--- src/hw/rtl/knn_pkg.sv ---
// ----------------------------------------------------------------------------
// knn_pkg
// Shared types and codes of the squared Euclidean k-nearest-neighbor block.
// ----------------------------------------------------------------------------
package knn_pkg;

    localparam int IDX_W  = 12;
    localparam int DIST_W = 48;

    localparam logic OP_LOAD  = 1'b0;
    localparam logic OP_QUERY = 1'b1;

    localparam logic [1:0] REG_NUM_NEIGHBORS  = 2'd0;
    localparam logic [1:0] REG_VECTORS_IN_USE = 2'd1;
    localparam logic [1:0] REG_DIMS_IN_USE    = 2'd2;

    typedef struct packed {
        logic               op;
        logic [11:0]        vec_index;
        logic [5:0]         dim_index;
        logic signed [15:0] component;
    } t_in;

    typedef struct packed {
        logic [11:0] neighbor_index;
        logic [47:0] distance;
        logic [4:0]  rank;
        logic        last;
    } t_out;

    typedef struct packed {
        logic              valid;
        logic [IDX_W-1:0]  idx;
        logic [DIST_W-1:0] dist_sq;
    } t_entry;

    typedef struct packed {
        logic clear;
        logic offer;
        logic shift;
    } t_cell_ctl;

endpackage

--- src/hw/rtl/knn_cell.sv ---
// ----------------------------------------------------------------------------
// knn_cell
// One slot of the sorted neighbor list: insert, shift down on insert, shift
// toward the head on readout.
// ----------------------------------------------------------------------------
module knn_cell (
    input  logic               i_clk,
    input  logic               i_rst_n,
    input  knn_pkg::t_cell_ctl i_ctl,
    input  logic               i_en,
    input  knn_pkg::t_entry    i_new,
    input  knn_pkg::t_entry    i_prev,
    input  logic               i_prev_ins,
    input  knn_pkg::t_entry    i_next,
    output knn_pkg::t_entry    o_ent,
    output logic               o_ins
);
    import knn_pkg::*;

    t_entry r_ent;
    logic   w_ins;

    assign w_ins = i_en && (!r_ent.valid || (i_new.dist_sq < r_ent.dist_sq));
    assign o_ins = w_ins;
    assign o_ent = r_ent;

    always_ff @(posedge i_clk) begin
        if (!i_rst_n) begin
            r_ent.valid <= 1'b0;
        end else if (i_ctl.clear) begin
            r_ent.valid <= 1'b0;
        end else if (i_ctl.shift) begin
            r_ent <= i_next;
        end else if (i_ctl.offer && i_en) begin
            if (i_prev_ins) begin
                r_ent <= i_prev;
            end else if (w_ins) begin
                r_ent <= i_new;
            end
        end
    end

endmodule

--- config.mk ---
export PLATFORM = sky130hd
export DESIGN_NAME = knn_cell
export DESIGN_NICKNAME = d
export VERILOG_FILES = /design/src/hw/rtl/knn_pkg.sv /design/src/hw/rtl/knn_cell.sv
export SDC_FILE = /design/constraint.sdc
export NUM_CORES = 1
export LEC_CHECK = 0
export ABC_AREA = 1
export BUFFER_PORTS_ARGS = -buffer_cell sky130_fd_sc_hd__buf_2
export CAP_MARGIN = 20
export CORE_MARGIN = 2
export CORE_UTILIZATION = 48
export DETAILED_ROUTE_END_ITERATION = 8
export PLACE_DENSITY = 0.84
export SLEW_MARGIN = 20
export SYNTH_ARGS = -nofsm -noshare
export SYNTH_HDL_FRONTEND = slang
export SYNTH_SLANG_ARGS = --single-unit
--- constraint.sdc ---
create_clock -name i_clk -period 7.39 [get_ports i_clk]
set_clock_uncertainty 0.05 [all_clocks]
set_input_delay 0.739 -clock i_clk [delete_from_list [all_inputs] [get_ports i_clk]]
set_output_delay 0.739 -clock i_clk [all_outputs]
set_load 0.02 [all_outputs]
==> Word level (Yosys, flattened, before mapping) <==
Cells that the tools add are included.
{ "totals": {"regBits": 61, "input_bits": 190, "out_inout_bits": 62, "wordCells": 19} }
{ "classes": {"n_lt_le_gt_ge": 1, "n_mux": 4, "bitwise_logic": 2, "n_reduce_logical": 9} }
{ "ops": {"columns": ["cell", "count"], "rows": [
  ["two-way mux 61 bit", 4],
  ["< comparator 48 bit", 1],
  ["AND reduction 4 bit", 1],
  ["nonzero test 3 bit", 1],
  ["logical AND 1 bit", 2],
  ["NOT 1 bit", 2],
  ["AND reduction 2 bit", 1],
  ["nonzero test 2 bit", 1],
  ["OR reduction 2 bit", 1],
  ["logical NOT 1 bit", 1],
  ["logical OR 1 bit", 1]
]} }

==> Logic depth before layout (Yosys ltp) <==
Gate-level depths: netlist of the first run.
{ "depth": {"word_depth": 7, "ltp_mapped": 18, "mapped_depth_nobuf": 18} }

==> Least setup slack after synthesis of the first run <==
No wires, ideal clock.
{ "synth_path": {"path_kind": "input -> register", "from": "in i_new[39] (netlist bit)", "to": "reg r_ent (netlist bit o_ent[0]) (enable)", "setup_time_ps": 424, "arrival_ps": 3250, "required_time_ps": 6916, "path_slack_ps": 3666, "stages": 12, "n_path_buf": 0, "cell_sequence": "ha_1 a21o_1 nor2_1 nand2_1 nand2_1 nand2_1 a21oi_1 nand2_1 nand2_1 nand2_2 nand2_2 and3_1"} }
{ "synth_between": {"elab_chain_len": 5} }
{ "synth_rtl": {"columns": ["element", "line_no", "rtl"], "rows": [
  ["start: declaration", "knn_cell.sv:11", "input knn_pkg::t_entry i_new,"],
  ["< comparator 48 bit", "knn_cell.sv:23", "assign w_ins = i_en && (!r_ent.valid || (i_new.dist_sq < r_ent.dist_sq));"],
  ["logical OR 1 bit", "knn_cell.sv:23", null],
  ["logical AND 1 bit", "knn_cell.sv:23", null],
  ["nonzero test 3 bit (no source line)", null, null],
  ["AND reduction 4 bit (no source line)", null, null],
  ["end signal: assignment", "knn_cell.sv:33", "r_ent <= i_next;"],
  ["end signal: assignment", "knn_cell.sv:36", "r_ent <= i_prev;"],
  ["end signal: assignment", "knn_cell.sv:38", "r_ent <= i_new;"],
  ["end: declaration", "knn_cell.sv:20", "t_entry r_ent;"]
]} }
No other way between the ends.
A chain may end at the register's enable or synchronous reset.

==> Final worst setup path of the first run <==
{ "layout_path": {"from": "in i_ctl[0] (netlist bit)", "to": "reg r_ent (netlist bit o_ent[56]) (enable)"} }
{ "layout_between": {"elab_chain_len": 2, "elab_cells_between_ends": 3, "classes_between": "reduce/logical (3)"} }
{ "layout_rtl": {"columns": ["element", "line_no", "rtl"], "rows": [
  ["start: declaration", "knn_cell.sv:9", "input knn_pkg::t_cell_ctl i_ctl,"],
  ["nonzero test 3 bit (no source line) or nonzero test 2 bit (tied branches)", null, null],
  ["AND reduction 4 bit (no source line) *", null, null]
]} }
Mark *: on every way between the ends. The rest lies on a longest branch, timed or not.

==> flow_summary_export.csv, run 1 <==
group,metric,value,unit
run_status,status,"finished clean",
route,viasPerCell,5.13,
finish,design_area,0.00590,mm^2
yosys,yosys_warnings,0,
setup_path,cp_max_fo,62,
global_route,grt_pass1_vias,4608,
hold_path,min_to,"o_ent[60]$_SDFFE_PP0P_",
placement,routabilityCongestion,0.919,
sta,min_period,3.18,ns
yosys,synth_area,0.00435,mm^2
yosys,ys_types,21,
sta,worst_pin_slew,0.801,ns
setup_path,path_cells,"buf_2, buf_4, inv_2, buf_12, nand2_1, and3_2, buf_4",
finish,antenna_cells,0,
clocking,cts_max_path_buffers,2,
power,ir_worst_vdd,0.115,mV
clocking,holdBufCountCts,0,
setup_path,cp_slowest_cell,"buf_4",
route,wl_per_cell,14.4,um
sta,max_slew_margin,46.5,%
global_route,antenna_found_initial,0,
clocking,cts_sinks,61,
floorplan,die_h,99.2,um
setup_path,critPathCaptureType,"flip-flop",
hold_path,min-delay-start,"o_ent[60]$_SDFFE_PP0P_",
hold_path,holdPathStages,2,
setup_path,crit_family,"buffers and inverters",
global_route,grt_overflow,0,
clocking,numCtsBuffers,9,
finish,syn2layout_area_growth,35.5,%
setup_path,startpoint_type,"input pin",
power,power_frac_comb,23.2,%
power,power,0.000942,W
clocking,postCtsSetupBuffers,0,
finish,num-nets-final,1036,
route,remaining_drc_errors,0,
yosys,avgSynthCellArea,7.79,um^2
finish,mostFrequentLayoutCell,"buf_2",
sta,period_share,43.1,%
clocking,clock_latency,0.33,ns
floorplan,initial_utilization,49.7,%
yosys,synth.area.top_cells,"edfxtp_1 41%, a21oi_1 16%, ha_1 14%",
setup_path,required,7.30,ns
clocking,htree_levels,3,
floorplan,core,0.00876,mm^2
power,clkPwrFrac,33.5,%
setup_path,critPathBufInv,5,
clocking,cts_tree,"yes",
yosys,yosysSeqAreaShare,41.9,%
finish,fin_util,67.3,%
yosys,synth_top_cell_by_area,"edfxtp_1",
route,drtIter0Drc,197,
setup_path,r2r_slack,4.51,ns
setup_path,worstPathArrival,3.09,ns
setup_path,cpMostUsedCell,"buf_4",
global_route,globalRouteTotalUtil,25.7,%
global_route,grt_pass1_wl,20.3,mm
hold_path,worstHoldPathType,"reg2reg",
setup_path,critPathKind,"in2reg",
clocking,postCtsResizedCells,0,
floorplan,die_w,99.2,um
finish,mostFrequentLayoutCells,"250 x buf_2, 141 x a21oi_1, 119 x nand2_1",
run,drv_cap,0,
route,drt-pass1-iter-count,4,
global_route,grt_max_degree,64,
power,power.share.switching,27.9,%
sta,setup_viol,0,
sta,max_freq,314,MHz
placement,hpwl,10.1,mm
yosys,synth-seq-cells,61,
sta,rsz0062_at_grt,"false",
power,switching_power,0.000263,W
power,p_seq_share,43.3,%
placement,io_buffers,251,
power,p_leak,3.08,nW
finish,largest_reg_flops,61,
yosys,synthCells,559,
setup_path,rr_worst_depth,13,
sta,fin_setup_tns,0,ns
yosys,syn-num-nets,796,
setup_path,reg2reg_to,"o_ent[56]$_DFFE_PP_",
sta,finalHoldViolCount,0,
clocking,cts_root_buffer,"clkbuf_8",
power,power-per-cell-area,160,mW/mm^2
route,vias,4681,
clocking,clk_pin_slew,0.06,ns
power,p_int,0.000679,W
floorplan,row_count,34,
setup_path,max_stage_delay,0.61,ns
sta,slew_violations,0,
floorplan,die_area,0.00985,mm^2
setup_path,regToRegStartpoint,"o_ent[29]$_DFFE_PP_",
route,routed_wirelength,13.1,mm
route,final_antenna_net_count,0,
placement,postPlaceCellArea,0.00567,mm^2
yosys,synth_top_area_share,41.4,%
finish,drive_gt1_share,35.6,%
floorplan,pin_count,252,
-- synthesized netlist by cell type --
cell type and n:
nand3_1 4, inv_2 4, nand3_2 1, clkinv_1 1
and3_1 1, nand4_1 2, ha_1 47, a21oi_1 141
nand2_1 119, nand2_2 5, nor2_1 70, clkbuf_1 26
dfxtp_1 1, inv_1 62, edfxtp_1 60, nor3_1 2
nor2_2 4, nor2_4 1, nand4_2 1, o21ai_0 5
a21o_1 2
-- power groups by stage --
| stage | Combinational, W | Clock [W] | Sequential, W |
|---|---|---|---|
| after detailed placement | 0.000217 | 0 | 0.000415 |
| final | 0.000219 | 0.000315 | 0.000408 |
| after CTS | 0.000219 | 0.000322 | 0.000408 |
| after global placement | 0.000209 | 0 | 0.000415 |
| after global routing | 0.000245 | 0.000337 | 0.000409 |
| after floorplan | 0.000104 | 0 | 0.000432 |
-- cell families (layout without fill, tap and decap cells) --
logic type | after synthesis | after routing | share of synthesized area (%)
simple gates | 210 | 210 | 19.5
compound gates | 148 | 148 | 17.1
buf+inv | 93 | 338 | 8.02
flops | 61 | 61 | 41.9
fa+ha+maj | 47 | 47 | 13.5
-- worst max-delay path by stage --
stage,startpoint,cells past startpoint,to
finish,i_ctl[0],7,o_ent[56]$_DFFE_PP_
global route,i_ctl[0],7,o_ent[9]$_DFFE_PP_
CTS,i_ctl[0],6,o_ent[5]$_DFFE_PP_
detailed placement,i_ctl[0],6,o_ent[49]$_DFFE_PP_
global placement,i_ctl[0],6,o_ent[56]$_DFFE_PP_
floorplan,i_new[39],12,o_ent[0]$_DFFE_PP_
-- layer usage --
| metal | track usage [%] | up-vias | part of all wire (%) |
|---|---|---|---|
| li1 | - | 2346 | - |
| met1 | 29.8 | 2075 | 39 |
| met2 | 46.5 | 225 | 50 |
| met3 | 4.08 | 35 | 7.8 |
| met4 | 11.8 | 0 | 3.1 |
| met5 | 0 | - | 0 |
-- layout make-up --
class	count	area [um^2]
Clock buffer	10	128
Clock inverter	6	77.6
Fill cell	754	2870
Inverter	67	251
Multi-Input combinational cell	405	2180
Sequential cell	61	1820
Tap cell	108	135
Timing Repair Buffer	255	1300
-- tightest hold or removal path, delay by kind of cell (launching register included) --
kind,cells,cell delay [ns]
DFF,1,0.36
and+or+nand+nor,1,0.09
AOI/OAI and AO/OA,1,0.05
-- stage by stage --
step	cells	hold slack (ns)	setup slack (ns)
after global routing	912	0.518	4.05
final	912	0.482	4.21
after CTS	911	0.472	4.09
after detailed placement	895	0.455	3.74
after global placement	895	0.446	3.87
after floorplan	559	0.534	3.67
No activity file was read; power rests on OpenSTA's default activity.
==> inputs of run 2 (changes only) <==
--- a/config.mk
+++ b/config.mk
@@ -9,9 +9,9 @@
 export BUFFER_PORTS_ARGS = -buffer_cell sky130_fd_sc_hd__buf_2
 export CAP_MARGIN = 20
 export CORE_MARGIN = 2
-export CORE_UTILIZATION = 48
+export CORE_UTILIZATION = 45
 export DETAILED_ROUTE_END_ITERATION = 8
-export PLACE_DENSITY = 0.84
+export PLACE_DENSITY = 0.79
 export SLEW_MARGIN = 20
 export SYNTH_ARGS = -nofsm -noshare
 export SYNTH_HDL_FRONTEND = slang
==> constraint.sdc (replaced) <==
create_clock -name i_clk -period 3.2 [get_ports i_clk]
set_clock_uncertainty 0.05 [all_clocks]
set_input_delay 0.32 -clock i_clk [delete_from_list [all_inputs] [get_ports i_clk]]
set_output_delay 0.32 -clock i_clk [all_outputs]
set_load 0.02 [all_outputs]
==> run 2 against run 1 <==
Final area up 0.45%. Flip-flop and latch count is the same. Critical path depth grew 10. Sequential share of layout area shrank 0.14 points. Via count increased by 1.3%.
==> flow_summary_export.csv, run 2 (synthesis results as in run 1) <==
group,metric,value,unit
run_status,status,"finished clean",
sta,fin_setup_tns,0,ns
clocking,clk_pin_slew,0.07,ns
finish,fillCellCount,852,
setup_path,required,3.13,ns
route,vias,4741,
power,power-per-cell-area,368,mW/mm^2
floorplan,die_area,0.0105,mm^2
floorplan,core,0.00933,mm^2
clocking,cts_max_path_buffers,2,
power,ir_worst_vdd,0.195,mV
sta,worst_pin_slew,0.676,ns
route,drt-pass1-iter-count,5,
sta,rsz0062_at_grt,"false",
sta,whs,0.237,ns
setup_path,worstPathArrival,2.48,ns
sta,min_period,2.55,ns
finish,mostFrequentLayoutCells,"251 x buf_2, 141 x a21oi_1, 119 x nand2_1",
floorplan,pin_count,252,
clocking,cts_sinks,61,
sta,setup_viol,0,
setup_path,max_stage_delay,0.41,ns
clocking,htree_levels,3,
setup_path,cp_max_fo,32,
clocking,holdBufCountCts,0,
finish,mostFrequentLayoutCell,"buf_2",
finish,antenna_cells,0,
power,p_leak,3.08,nW
sta,period_share,79.7,%
floorplan,row_count,35,
global_route,grt_pass1_wl,20.6,mm
clocking,cts_tree,"yes",
global_route,grt_max_degree,61,
clocking,postCtsResizedCells,0,
floorplan,die_h,102,um
setup_path,path_cells,"inv_1, ha_1, nand2_1, inv_2, nand2_1, nand2_1, nand2_1, nand2_1, nand2_1, nand2_1, a21oi_1, nand2_1, nand2_1, nand2_2, nand2_2, and3_2, buf_4",
sta,finalHoldViolCount,0,
sta,max_freq,392,MHz
sta,slew_violations,0,
finish,syn2layout_area_growth,36.1,%
setup_path,cp_slowest_cell,"edfxtp_1",
route,drtIter0Drc,172,
run,drv_cap,0,
route,wl_per_cell,14.5,um
floorplan,die_w,102,um
global_route,globalRouteTotalUtil,25.5,%
setup_path,startpoint_type,"flip-flop",
finish,multiInputGateArea,0.00218,mm^2
finish,largest_reg_flops,61,
placement,routabilityCongestion,0.898,
clocking,clock_latency,0.33,ns
sta,max_slew_margin,54.9,%
placement,hpwl,10.6,mm
placement,io_buffers,251,
global_route,grt_pass1_vias,4503,
finish,drive_gt1_share,35.7,%
global_route,grt_overflow,0,
clocking,postCtsSetupBuffers,0,
finish,regArea,0.00182,mm^2
global_route,antenna_found_initial,0,
route,routed_wirelength,13.6,mm
clocking,numCtsBuffers,9,
clocking,cts_root_buffer,"clkbuf_8",
route,remaining_drc_errors,0,
route,final_antenna_net_count,0,
setup_path,critPathKind,"reg2reg",
setup_path,cpMostUsedCell,"nand2_1",
setup_path,critPathCaptureType,"flip-flop",
floorplan,initial_utilization,46.7,%
hold_path,worstHoldPathType,"in2reg",
route,viasPerCell,5.07,
finish,num-nets-final,1038,
-- run 2: cell types whose count changed in the layout (fill, tap and decap cells not counted), sizes merged --
cell  delta
buf      +2
-- run 2: worst max-delay path, delay by kind of cell (launching register included) --
kind / cells / cell delay [ns]
compound gates: 1 / 0.12
flops: 1 / 0.41
simple gates: 12 / 0.85
buf+inv: 3 / 0.50
fa+ha+maj: 1 / 0.24
-- run 2: layout make-up --
cell class / instances / share of cell area, %
clock buffers: 10 / 2.15
clock inverters: 6 / 1.31
inverters: 67 / 4.24
multi-input cells: 405 / 36.9
flip-flops and latches: 61 / 30.7
well taps: 129 / 2.72
repair buffers: 257 / 22.0
-- run 2: per-layer routing --
layer,GRT usage [%],up-vias,wire length (um)
met1,27.5,2148,5180
met5,0,-,0
met4,9.23,0,228
met3,5.88,16,1100
met2,48.2,227,7040
li1,-,2350,-
-- run 2: through the flow --
step / utilization (%) / instances / power, W / area (um^2) / worst slack (ns)
after CTS: 63.5 / 935 / 0.00220 / 5920 / 0.616
after global placement: 61.3 / 919 / 0.00144 / 5720 / 0.647
after global routing: 63.5 / 935 / 0.00229 / 5920 / 0.363
after floorplan: - / 559 / 0.00124 / 4350 / 0.374
after detailed placement: 61.3 / 919 / 0.00147 / 5720 / 0.594
final: 63.5 / 935 / 0.00218 / 5920 / 0.649
-- run 2: power breakdown --
part           switching (W)  internal [W]
clock network       0.000303      0.000431
logic               0.000297      0.000211
registers          0.0000154      0.000926
-- run 2: path summary, 6_finish.rpt --
check	from	endpoint	slack, ns	depth (start not counted)
worst min-delay path	i_ctl[2]	o_ent[60]$_SDFFE_PP0P_	0.24	4
worst max-delay path	o_ent[35]$_DFFE_PP_	o_ent[59]$_DFFE_PP_	0.65	17
worst min register to register	o_ent[60]$_SDFFE_PP0P_	o_ent[60]$_SDFFE_PP0P_	0.51	2
worst max register to register	o_ent[35]$_DFFE_PP_	o_ent[59]$_DFFE_PP_	0.65	17
